--- src/hw/rtl/ucaf_pkg.sv ---
// Shared types and constants of the UTF-8 CJK / alphanumeric filter.
// No dependencies; imported by every file of the block but ucaf_ifs.
package ucaf_pkg;

  localparam int unsigned QUEUE_DEPTH = 4;

  // Progress through a candidate three-byte ideograph.
  typedef enum logic [1:0] {
    PH_NONE   = 2'd0,
    PH_LEAD   = 2'd1,
    PH_SECOND = 2'd2
  } phase_t;

  // One queue entry holds every result that a single input word causes.
  typedef struct packed {
    logic [7:0] b0;
    logic [7:0] b1;
    logic [7:0] b2;
    logic [1:0] nbytes;
    logic       eos;
  } entry_t;

  // Write request from the front end into the queue.
  typedef struct packed {
    logic   push;
    entry_t entry;
  } qwr_t;

  // One result word as held in the output register.
  typedef struct packed {
    logic [7:0] out_byte;
    logic       has_byte;
    logic       string_end;
    logic       run_last;
  } result_t;

endpackage

--- src/hw/rtl/ucaf_ifs.sv ---
// Valid/ready channel interfaces of the filter: byte input and result output.
// No dependencies.
interface ucaf_in_if;
  logic       valid;
  logic       ready;
  logic [7:0] in_byte;
  logic       string_last;

  modport source (output valid, output in_byte, output string_last, input ready);
  modport sink (input valid, input in_byte, input string_last, output ready);
endinterface

interface ucaf_out_if;
  logic       valid;
  logic       ready;
  logic [7:0] out_byte;
  logic       has_byte;
  logic       string_end;
  logic       run_last;

  modport source (output valid, output out_byte, output has_byte, output string_end,
                  output run_last, input ready);
  modport sink (input valid, input out_byte, input has_byte, input string_end,
                input run_last, output ready);
endinterface

--- src/hw/rtl/ucaf_front.sv ---
// Front end: accepts input words, tracks skip and ideograph state, builds queue entries.
// Depends on ucaf_pkg and ucaf_in_if.
module ucaf_front (
  input  logic            clk,
  input  logic            rst_n,
  ucaf_in_if.sink         in_ch,
  input  logic            q_full,
  output ucaf_pkg::qwr_t  q_wr
);
  import ucaf_pkg::*;

  logic [2:0] skip_r, skip_nxt;
  phase_t     phase_r, phase_nxt;
  logic [7:0] lead_r, lead_nxt;
  logic [7:0] second_r, second_nxt;
  logic       accept;
  logic [7:0] b;

  function automatic logic is_alnum(input logic [7:0] v);
    return (v >= 8'h30 && v <= 8'h39) || (v >= 8'h41 && v <= 8'h5A) ||
           (v >= 8'h61 && v <= 8'h7A);
  endfunction

  function automatic logic ideograph_ok(input logic [7:0] lead, input logic [7:0] b1,
                                        input logic [7:0] b2);
    logic [7:0] lo1, hi1, hi2;
    lo1 = 8'h80;
    hi1 = 8'hBF;
    hi2 = 8'hBF;
    if (lead == 8'hE4) begin
      lo1 = 8'hB8;
    end else if (lead == 8'hE9) begin
      hi1 = 8'hBE;
      if (b1 == 8'hBE) begin
        hi2 = 8'hA5;
      end
    end
    return b1 >= lo1 && b1 <= hi1 && b2 >= 8'h80 && b2 <= hi2;
  endfunction

  assign b           = in_ch.in_byte;
  assign in_ch.ready = !q_full;
  assign accept      = in_ch.valid && !q_full;

  // Next state.
  always_comb begin
    skip_nxt   = skip_r;
    phase_nxt  = phase_r;
    lead_nxt   = lead_r;
    second_nxt = second_r;
    if (skip_r != 3'd0) begin
      skip_nxt = skip_r - 3'd1;
    end else begin
      unique case (phase_r)
        PH_LEAD: begin
          second_nxt = b;
          phase_nxt  = PH_SECOND;
        end
        PH_SECOND: begin
          phase_nxt = PH_NONE;
        end
        PH_NONE: begin
          if (b < 8'hC0) begin
            skip_nxt = 3'd0;
          end else if (b < 8'hE0) begin
            skip_nxt = 3'd1;
          end else if (b < 8'hF0) begin
            if (b >= 8'hE4 && b <= 8'hE9) begin
              lead_nxt  = b;
              phase_nxt = PH_LEAD;
            end else begin
              skip_nxt = 3'd2;
            end
          end else if (b < 8'hF8) begin
            skip_nxt = 3'd3;
          end else if (b < 8'hFC) begin
            skip_nxt = 3'd4;
          end else if (b < 8'hFE) begin
            skip_nxt = 3'd5;
          end
        end
        default: begin
          phase_nxt = PH_NONE;
        end
      endcase
    end
    if (in_ch.string_last) begin
      skip_nxt   = 3'd0;
      phase_nxt  = PH_NONE;
      lead_nxt   = 8'h00;
      second_nxt = 8'h00;
    end
  end

  // Queue entry for this word.
  always_comb begin
    q_wr.entry.b0     = b;
    q_wr.entry.b1     = 8'h00;
    q_wr.entry.b2     = 8'h00;
    q_wr.entry.nbytes = 2'd0;
    q_wr.entry.eos    = in_ch.string_last;
    if (skip_r == 3'd0) begin
      unique case (phase_r)
        PH_SECOND: begin
          q_wr.entry.b0 = lead_r;
          q_wr.entry.b1 = second_r;
          q_wr.entry.b2 = b;
          if (ideograph_ok(lead_r, second_r, b)) begin
            q_wr.entry.nbytes = 2'd3;
          end
        end
        PH_NONE: begin
          if (b < 8'hC0 && is_alnum(b)) begin
            q_wr.entry.nbytes = 2'd1;
          end
        end
        default: begin
          q_wr.entry.nbytes = 2'd0;
        end
      endcase
    end
    q_wr.push = accept && (q_wr.entry.nbytes != 2'd0 || in_ch.string_last);
  end

  always_ff @(posedge clk) begin
    if (!rst_n) begin
      skip_r   <= 3'd0;
      phase_r  <= PH_NONE;
      lead_r   <= 8'h00;
      second_r <= 8'h00;
    end else if (accept) begin
      skip_r   <= skip_nxt;
      phase_r  <= phase_nxt;
      lead_r   <= lead_nxt;
      second_r <= second_nxt;
    end
  end

endmodule

--- src/hw/rtl/ucaf_queue.sv ---
// Small first-in first-out queue of result groups between front and back end.
// Depends on ucaf_pkg.
module ucaf_queue #(
  parameter int unsigned Depth = ucaf_pkg::QUEUE_DEPTH
) (
  input  logic             clk,
  input  logic             rst_n,
  input  ucaf_pkg::qwr_t   q_wr,
  output logic             q_full,
  output logic             q_valid,
  output ucaf_pkg::entry_t q_entry,
  input  logic             q_pop
);
  import ucaf_pkg::*;

  localparam int unsigned PtrW = (Depth > 1) ? $clog2(Depth) : 1;
  localparam int unsigned CntW = $clog2(Depth + 1);
  localparam logic [PtrW-1:0] LastPtr = PtrW'(Depth - 1);

  entry_t          mem_r [Depth];
  logic [PtrW-1:0] wr_ptr_r, rd_ptr_r;
  logic [CntW-1:0] cnt_r;
  logic            do_push, do_pop;

  assign q_full  = (cnt_r == CntW'(Depth));
  assign q_valid = (cnt_r != '0);
  assign q_entry = mem_r[rd_ptr_r];
  assign do_push = q_wr.push && !q_full;
  assign do_pop  = q_pop && q_valid;

  always_ff @(posedge clk) begin
    if (do_push) begin
      mem_r[wr_ptr_r] <= q_wr.entry;
    end
  end

  always_ff @(posedge clk) begin
    if (!rst_n) begin
      wr_ptr_r <= '0;
      rd_ptr_r <= '0;
      cnt_r    <= '0;
    end else begin
      if (do_push) begin
        wr_ptr_r <= (wr_ptr_r == LastPtr) ? '0 : wr_ptr_r + PtrW'(1);
      end
      if (do_pop) begin
        rd_ptr_r <= (rd_ptr_r == LastPtr) ? '0 : rd_ptr_r + PtrW'(1);
      end
      if (do_push && !do_pop) begin
        cnt_r <= cnt_r + CntW'(1);
      end else if (do_pop && !do_push) begin
        cnt_r <= cnt_r - CntW'(1);
      end
    end
  end

endmodule

--- src/hw/rtl/ucaf_back.sv ---
// Back end: walks the head entry, one result word per cycle unless stalled, into res_r.
// Depends on ucaf_pkg and ucaf_out_if.
module ucaf_back (
  input  logic             clk,
  input  logic             rst_n,
  input  logic             q_valid,
  input  ucaf_pkg::entry_t q_entry,
  output logic             q_pop,
  ucaf_out_if.source       out_ch
);
  import ucaf_pkg::*;

  logic [1:0] idx_r;
  logic       out_vld_r;
  result_t    res_r, res_nxt;
  logic       load, emit, last;
  logic [2:0] total;

  assign load  = !out_vld_r || out_ch.ready;
  assign emit  = q_valid && load;
  assign total = {1'b0, q_entry.nbytes} + {2'b00, q_entry.eos};
  assign last  = ({1'b0, idx_r} == total - 3'd1);
  assign q_pop = emit && last;

  always_comb begin
    res_nxt.run_last = last;
    if (idx_r < q_entry.nbytes) begin
      res_nxt.has_byte   = 1'b1;
      res_nxt.string_end = 1'b0;
      case (idx_r)
        2'd0:    res_nxt.out_byte = q_entry.b0;
        2'd1:    res_nxt.out_byte = q_entry.b1;
        default: res_nxt.out_byte = q_entry.b2;
      endcase
    end else begin
      res_nxt.has_byte   = 1'b0;
      res_nxt.string_end = 1'b1;
      res_nxt.out_byte   = 8'h00;
    end
  end

  always_ff @(posedge clk) begin
    if (!rst_n) begin
      idx_r     <= 2'd0;
      out_vld_r <= 1'b0;
    end else begin
      if (emit) begin
        idx_r <= last ? 2'd0 : idx_r + 2'd1;
      end
      if (load) begin
        out_vld_r <= q_valid;
      end
    end
  end

  always_ff @(posedge clk) begin
    if (emit) begin
      res_r <= res_nxt;
    end
  end

  assign out_ch.valid      = out_vld_r;
  assign out_ch.out_byte   = res_r.out_byte;
  assign out_ch.has_byte   = res_r.has_byte;
  assign out_ch.string_end = res_r.string_end;
  assign out_ch.run_last   = res_r.run_last;

endmodule

--- src/hw/rtl/utf8_cjk_alnum_filter_unit.sv ---
// Top level of the UTF-8 CJK ideograph and alphanumeric filter.
// Depends on ucaf_pkg, ucaf_ifs, ucaf_front, ucaf_queue and ucaf_back.
//
//   channel   dir   handshake               word contents
//   in_ch     in    valid/ready             in_byte, string_last
//   out_ch    out   valid/ready             out_byte, has_byte, string_end, run_last
//
// One input word is accepted per cycle whenever the queue has room; a result word
// leaves per cycle while the receiver is ready, so the output rate is set by the
// single output register. Reset is synchronous and active low; it empties the
// queue and clears the control state, but not the stored entries or result data.
// Either side may stall: the queue of QDepth result groups decouples the two, and a
// three-byte ideograph burst drains word by word while input keeps flowing in.
module utf8_cjk_alnum_filter_unit #(
  parameter int unsigned QDepth = ucaf_pkg::QUEUE_DEPTH
) (
  input  logic        clk,
  input  logic        rst_n,
  ucaf_in_if.sink     in_ch,
  ucaf_out_if.source  out_ch
);
  import ucaf_pkg::*;

  // Write request from the classifier into the queue.
  qwr_t   q_wr;
  logic   q_full;
  // Head of the queue as seen by the serializer.
  logic   q_valid;
  entry_t q_entry;
  logic   q_pop;

  // The front end classifies every byte and decides, in the cycle of acceptance,
  // which results that byte causes. Words without any result only update state.
  ucaf_front u_front (
    .clk    (clk),
    .rst_n  (rst_n),
    .in_ch  (in_ch),
    .q_full (q_full),
    .q_wr   (q_wr)
  );

  // Each queue entry carries all results of one input word: up to three data
  // bytes and an optional end marker.
  ucaf_queue #(
    .Depth (QDepth)
  ) u_queue (
    .clk     (clk),
    .rst_n   (rst_n),
    .q_wr    (q_wr),
    .q_full  (q_full),
    .q_valid (q_valid),
    .q_entry (q_entry),
    .q_pop   (q_pop)
  );

  // The back end splits the head entry into single result words and marks the
  // final one of each group with run_last.
  ucaf_back u_back (
    .clk     (clk),
    .rst_n   (rst_n),
    .q_valid (q_valid),
    .q_entry (q_entry),
    .q_pop   (q_pop),
    .out_ch  (out_ch)
  );

endmodule

--- src/flat_wrapper.sv ---
// flat-port wrapper written by rule: the top's interface ports become plain ports
module utf8_cjk_alnum_filter_unit_flat import ucaf_pkg::*;
#(
  parameter int unsigned QDepth = ucaf_pkg::QUEUE_DEPTH
)
  (clk, rst_n, in_ch_valid, in_ch_in_byte, in_ch_string_last, in_ch_ready, out_ch_valid, out_ch_out_byte, out_ch_has_byte, out_ch_string_end, out_ch_run_last, out_ch_ready);
  ucaf_in_if in_ch_i ();
  ucaf_out_if out_ch_i ();
  input  logic clk;
  input  logic rst_n;
  input wire logic [$bits(in_ch_i.valid)-1:0] in_ch_valid;
  input wire logic [$bits(in_ch_i.in_byte)-1:0] in_ch_in_byte;
  input wire logic [$bits(in_ch_i.string_last)-1:0] in_ch_string_last;
  output wire logic [$bits(in_ch_i.ready)-1:0] in_ch_ready;
  output wire logic [$bits(out_ch_i.valid)-1:0] out_ch_valid;
  output wire logic [$bits(out_ch_i.out_byte)-1:0] out_ch_out_byte;
  output wire logic [$bits(out_ch_i.has_byte)-1:0] out_ch_has_byte;
  output wire logic [$bits(out_ch_i.string_end)-1:0] out_ch_string_end;
  output wire logic [$bits(out_ch_i.run_last)-1:0] out_ch_run_last;
  input wire logic [$bits(out_ch_i.ready)-1:0] out_ch_ready;
  assign in_ch_i.valid = in_ch_valid;
  assign in_ch_i.in_byte = in_ch_in_byte;
  assign in_ch_i.string_last = in_ch_string_last;
  assign in_ch_ready = in_ch_i.ready;
  assign out_ch_valid = out_ch_i.valid;
  assign out_ch_out_byte = out_ch_i.out_byte;
  assign out_ch_has_byte = out_ch_i.has_byte;
  assign out_ch_string_end = out_ch_i.string_end;
  assign out_ch_run_last = out_ch_i.run_last;
  assign out_ch_i.ready = out_ch_ready;
  utf8_cjk_alnum_filter_unit #(.QDepth(QDepth)) u_core (.clk(clk), .rst_n(rst_n), .in_ch(in_ch_i), .out_ch(out_ch_i));
endmodule
--- config.mk ---
export PLATFORM = sky130hd
export DESIGN_NAME = utf8_cjk_alnum_filter_unit_flat
export DESIGN_NICKNAME = d
export VERILOG_FILES = /design/src/hw/rtl/ucaf_pkg.sv /design/src/hw/rtl/ucaf_ifs.sv /design/src/hw/rtl/ucaf_front.sv /design/src/hw/rtl/ucaf_queue.sv /design/src/hw/rtl/ucaf_back.sv /design/src/hw/rtl/utf8_cjk_alnum_filter_unit.sv /design/src/flat_wrapper.sv
export SDC_FILE = /design/constraint.sdc
export NUM_CORES = 1
export LEC_CHECK = 0
export ABC_CLOCK_PERIOD_IN_PS = 6700
export BUFFER_PORTS_ARGS = -buffer_cell sky130_fd_sc_hd__buf_4
export CORE_ASPECT_RATIO = 0.6
export CORE_MARGIN = 2
export CORE_UTILIZATION = 60
export CTS_BUF_LIST = sky130_fd_sc_hd__clkbuf_8
export CTS_CLUSTER_SIZE = 10
export DETAILED_ROUTE_END_ITERATION = 12
export GPL_ROUTABILITY_DRIVEN = 0
export PLACE_DENSITY = 0.78
export SLEW_MARGIN = 10
export SYNTH_ARGS = -nofsm -noshare
export SYNTH_HDL_FRONTEND = slang
export SYNTH_SLANG_ARGS = --single-unit
--- constraint.sdc ---
create_clock -name clk -period 6.7 [get_ports clk]
set_input_delay 1.005 -clock clk [delete_from_list [all_inputs] [get_ports clk]]
set_output_delay 1.005 -clock clk [all_outputs]
set_load 0.05 [all_outputs]
==> results of run 1 <==
[worst min-delay path, cell delays in order, from the launching register on]
cell and delay (ps):
dfxtp_1 330, nand2_1 60, a21boi_1 70
[state kept, by name, summed over array words and instances (netlist names), named ones only]
register / cells
u_core.u_front.second_r: 8
u_core.u_front.lead_r: 8
u_core.u_queue.cnt_r: 3
u_core.u_queue.mem_r: 108
u_core.u_back.out_ch.out_byte: 8
u_core.u_front.phase_r: 2
u_core.u_back.out_ch.has_byte: 1
u_core.u_queue.rd_ptr_r: 2
u_core.u_back.out_ch.valid: 1
u_core.u_back.out_ch.run_last: 1
u_core.u_back.idx_r: 2
u_core.u_front.skip_r: 3
u_core.u_back.out_ch.string_end: 1
u_core.u_queue.wr_ptr_r: 2
[worst min-delay path by stage]
stage / startpoint / end / slack, ps
detailed placement: u_core.u_front.skip_r[1] / u_core.u_front.skip_r[1] / 490
floorplan: u_core.u_front.skip_r[1] / u_core.u_front.skip_r[1] / 440
global placement: u_core.u_front.skip_r[1] / u_core.u_front.skip_r[1] / 450
CTS: u_core.u_front.skip_r[1] / u_core.u_front.skip_r[1] / 500
global route: u_core.u_front.skip_r[1] / u_core.u_front.skip_r[1] / 530
finish: u_core.u_front.skip_r[1] / u_core.u_front.skip_r[1] / 500
[routing by layer]
metal	GRT usage	routed length [microns]	up-vias
met3	0.0737	963	9
met1	0.343	5980	1886
met4	0.0514	73	0
li1	-	-	1736
met2	0.353	5890	128
met5	0	0	-
[final cells by class]
class / count / area, sq um
Tap cell: 139 / 174
Clock inverter: 15 / 211
Clock buffer: 17 / 234
Sequential cell: 152 / 4240
Timing Repair Buffer: 31 / 233
Fill cell: 724 / 3260
Multi-Input combinational cell: 254 / 2290
Inverter: 19 / 71.3
[synth_stat cells, drive strengths merged, types with 3 or more instances]
master	n
a21boi	10
a22oi	9
clkbuf	9
and2	24
nor2b	22
buf	8
edfxtp	119
ha	17
nor3	8
mux2	7
dfxtp	33
nand2	32
nor2	13
nand2b	8
o21ai	5
a21oi	13
mux2i	13
inv	19
mux4	27
xnor2	3
nand3	6
[metrics by stage]
step	hold WS, ps	util	setup slack [ps]
6_report	497	0.696	3130
5_1_grt	527	0.696	2880
4_1_cts	500	0.696	3120
3_5_place_dp	488	0.654	2970
3_3_place_gp	445	0.654	3120
2_1_floorplan	435	-	3290
[report_power, final]
group          leakage (uW)  switching, uW  internal (uW)
sequential          0.00138           59.3           1150
combinational       0.00101            488            307
clock              0.000216            357            414
[logic make-up after synthesis]
kind of cell,Yosys count,synth area share
flops,152,0.635
simple gates,131,0.113
fa+ha+maj,18,0.0349
mux,47,0.123
xor+xnor,4,0.00526
buf+inv,36,0.0218
compound gates,54,0.0668
[cells in the final DEF, fill, tap and decap left out, types with 9 or more instances in the layout]
master	count
clkbuf_8	17
mux2i_1	13
a21oi_1	12
nand2_1	32
and2_1	24
ha_1	17
nor2_1	13
mux4_2	27
buf_4	31
inv_1	19
a22oi_1	9
nor2b_1	22
edfxtp_1	119
dfxtp_1	32
==> qor.yml, run 1 <==
synthCells: 442
clkTransAtPathRegs_ps: 80
r2r-start: "u_core.u_front.skip_r[0]"
powerDensity_nw_per_um2: 373
fin_skew_ps: 11.0
cts_root_buffer: "clkbuf_8"
worstPathArrival_ps: 3910
cts_buffer_depth: 2
postRouteAntennaNets: 0
coreArea_sq_um: 10700
yosysWarnings: 0
grt_max_degree: 34
setup-tns-final_ps: 0
cap_violations: 0
fin_crit_ps: 3570
critical_path.top_delay_family: "compound AO/OA/AOI/OAI gates"
crit_chain: "inv_1 -> ha_1 -> and4bb_2 -> o211a_1 -> o311a_1 -> o31ai_2 -> a31oi_4 -> ha_1 -> inv_1 -> fa_1 -> xor2_1 -> or3_1 -> a21boi_0"
slew_headroom: 0.511
cts.htree.levels: 4
diodes: 0
path_class: "flip-flop to flip-flop"
worstSkewPairLatency_ps: 430
setup.worst_path.start_class: "flip-flop"
setup_viol_count_final: 0
vias: 3759
cp_max_fo: 26
detailed_place_hpwl_microns: 8760
cpMaxStageDelayCell: "and4bb_2"
max_freq_mhz: 280
drive_gt1_frac: 0.236
worst_pin_slew_ps: 730
dpl_cell_area_sq_um: 7000
nets: 506
ys_ff_latch: 152
synth_top_flop_cell: "edfxtp_1"
cts_inserted_buffers: 17
die_h_microns: 85.6
finalInstanceArea_sq_um: 7440
synth_top_area_share: 0.536
synth.top_cells.by_area: "edfxtp_1, dfxtp_1, mux4_2, ha_1, and2_1"
area_growth_pct: 11.7
critical_path_depth: 13
synthArstFlopShare: 0
failed_checks: "design-rule violations"
wirelength_microns: 12900
io_pins: 26
dieArea_sq_um: 12000
dpl.cell_count: 595
avgSynthCellArea_sq_um: 15.1
cts_sinks: 152
grt_usage: 0.234
initial_core_util: 0.623
leakage_uw: 0.00261
ff2ff_setup_slack_ps: 3130
antenna_found_initial: 0
cts_hold_buf: 0
grt_pass1_wl_microns: 20700
r2r_cells: 13
hold-path-cell-count: 2
synth_edf_count: 119
crit_required_ps: 7050
drtIter0Drc: 394
num_rows: 29
cts_setup_buffers: 0
overflow: 0
grt_pass1_vias: 3820
drc: 3
crit_start: "u_core.u_front.skip_r[0]"
critical_path.max_stage_delay_ps: 610
cp-end-kind: "flip-flop"
port_buffers: 25
rsz0062_at_grt: "false"
drtPass1Iterations: 11
cts_tree: "built"
synth_fp_nets: 473
synth.distinct_cells: 60
hold_path.class: "flip-flop to flip-flop"
viasPerCell: 6.00
syn_area_sq_um: 6670
reg2reg_to: "u_core.u_queue.cnt_r[2]"
slew_violations: 0
outcome: "finished, violations left"
crit_buf_inv: 2
worstSetupEndpoint: "u_core.u_queue.cnt_r[2]"
synth_area_leader_cell: "edfxtp_1"
totalPowerFinal_uw: 2770
hold_viol: 0
ctsResizeCount: 0
ys_seq_area_frac: 0.635
ir_drop_mv: 0.185
fin_cells: 627
dieWidth_microns: 140
timing.final.crit_share: 0.532
wl_per_cell_microns: 20.6
No activity file was read; power rests on OpenSTA's default activity.
==> inputs of run 2 (changes only) <==
--- a/config.mk
+++ b/config.mk
@@ -5,7 +5,7 @@
 export SDC_FILE = /design/constraint.sdc
 export NUM_CORES = 1
 export LEC_CHECK = 0
-export ABC_CLOCK_PERIOD_IN_PS = 6700
+export ABC_CLOCK_PERIOD_IN_PS = 3600
 export BUFFER_PORTS_ARGS = -buffer_cell sky130_fd_sc_hd__buf_4
 export CORE_ASPECT_RATIO = 0.6
 export CORE_MARGIN = 2
==> constraint.sdc (replaced) <==
create_clock -name clk -period 3.6 [get_ports clk]
set_input_delay 0.54 -clock clk [delete_from_list [all_inputs] [get_ports clk]]
set_output_delay 0.54 -clock clk [all_outputs]
set_load 0.05 [all_outputs]
==> run 2 against run 1 <==
- hold slack worse by 97 ps
- clock skew is 0.83 ps lower
- register-to-register slack got worse by 2900 ps
- die area stayed put
- first-iteration DRC count is 16% lower
- critical endpoint unchanged
- via count increased by 1.3%
- the run now ends clean
==> qor.yml, run 2 (synthesis gave the netlist of run 1 again) <==
outcome: "complete, no violations"
dpl.cell_count: 599
rsz0062_at_grt: "false"
layout_setup_ws_ps: 233
diodes: 0
postRouteAntennaNets: 0
port_buffers: 25
max_freq_mhz: 297
cts_setup_buffers: 0
grt_max_degree: 34
cts_buffer_depth: 2
cp_max_fo: 6
num_rows: 29
cts_root_buffer: "clkbuf_8"
fin_skew_ps: 10.2
io_pins: 26
crit_required_ps: 3960
detailed_place_hpwl_microns: 8630
worstPathArrival_ps: 3720
hold-path-cell-count: 4
wirelength_microns: 12900
nets: 511
grt_pass1_vias: 3702
slew_headroom: 0.480
dpl_cell_area_sq_um: 7030
cap_violations: 0
cts_hold_buf: 0
hold_path.class: "primary input to flip-flop"
ctsResizeCount: 0
mostFrequentLayoutCell: "edfxtp_1"
grt_usage: 0.231
dieWidth_microns: 140
dp_slack_ps: 250
initial_core_util: 0.623
cts_sinks: 152
overflow: 0
r2r_cells: 16
largest_register: "u_core.u_queue.mem_r"
ir_drop_mv: 0.376
grt_pass1_wl_microns: 20400
worstSkewPairLatency_ps: 430
drtPass1Iterations: 6
cp-end-kind: "flip-flop"
fin_crit_ps: 3370
finalInstanceArea_sq_um: 7450
worst_pin_slew_ps: 777
coreArea_sq_um: 10700
viasPerCell: 6.02
setup_viol_count_final: 0
die_h_microns: 85.6
final_cell_mix: "edfxtp_1, buf_4, nand2_1, dfxtp_1, mux4_2"
nFillCells: 691
hold_viol: 0
slew_violations: 0
drtIter0Drc: 330
clkTransAtPathRegs_ps: 80
cts_inserted_buffers: 17
dieArea_sq_um: 12000
drc: 0
timing.final.crit_share: 0.935
setup.worst_path.start_class: "flip-flop"
setup-tns-final_ps: 0
vias: 3806
wl_per_cell_microns: 20.4
path_class: "flip-flop to flip-flop"
area_growth_pct: 11.8
cts_tree: "built"
antenna_found_initial: 0
drive_gt1_frac: 0.237
largest_register_ffs: 108
fin_cells: 632
cts.htree.levels: 4
powerDensity_nw_per_um2: 686
leakage_uw: 0.00262
[run 2: final timing paths]
kind              slack (ps)                    endpoint                startpoint
hold / removal           400  u_core.u_back.out_ch.valid              out_ch_ready
setup / recovery         230     u_core.u_queue.cnt_r[2]  u_core.u_front.lead_r[4]
hold reg to reg          450    u_core.u_front.skip_r[1]  u_core.u_front.skip_r[1]
setup reg to reg         230     u_core.u_queue.cnt_r[2]  u_core.u_front.lead_r[4]
[run 2: worst max-delay path, cell delays in order (launching register included)]
cell	delay (ps)
dfxtp_1	370
nand4b_1	120
nor2_1	40
nand3_1	150
inv_1	70
ha_1	260
nor4b_1	230
o211a_1	200
o311a_1	170
o31ai_2	100
a31oi_4	250
ha_1	220
inv_1	60
fa_1	370
xor2_1	180
or3_1	310
a21boi_0	180
[run 2: power by group]
part           leakage, uW  total [uW]  internal [uW]  switching, uW
clock network     0.000202        1330            690            639
logic              0.00104        1550            600            948
registers          0.00138        2230           2140           97.6
total              0.00262        5110           3430           1680
[run 2: metal layers]
| layer | global-route usage | vias to the layer above | share of wire |
|---|---|---|---|
| li1 | - | 1754 | - |
| met1 | 0.349 | 1917 | 0.48 |
| met2 | 0.339 | 124 | 0.44 |
| met3 | 0.0553 | 11 | 0.069 |
| met4 | 0.0698 | 0 | 0.0090 |
| met5 | 0 | - | 0 |
[run 2: cell type report]
type | instances | area, sq um | area share
clock buffer | 17 | 234 | 0.0314
clock inverter | 15 | 178 | 0.0239
inverter | 19 | 71.3 | 0.00958
multi-input combinational | 254 | 2290 | 0.307
sequential | 152 | 4240 | 0.569
tap | 139 | 174 | 0.0233
timing repair buffer | 36 | 270 | 0.0363
[run 2: through the flow]
step	power (uW)	hold slack [ps]	utilization
final	5110	400	0.696
after global routing	5350	410	0.696
after CTS	5140	381	0.695
after floorplan	3370	435	-
after detailed placement	3820	449	0.657
after global placement	3770	444	0.657
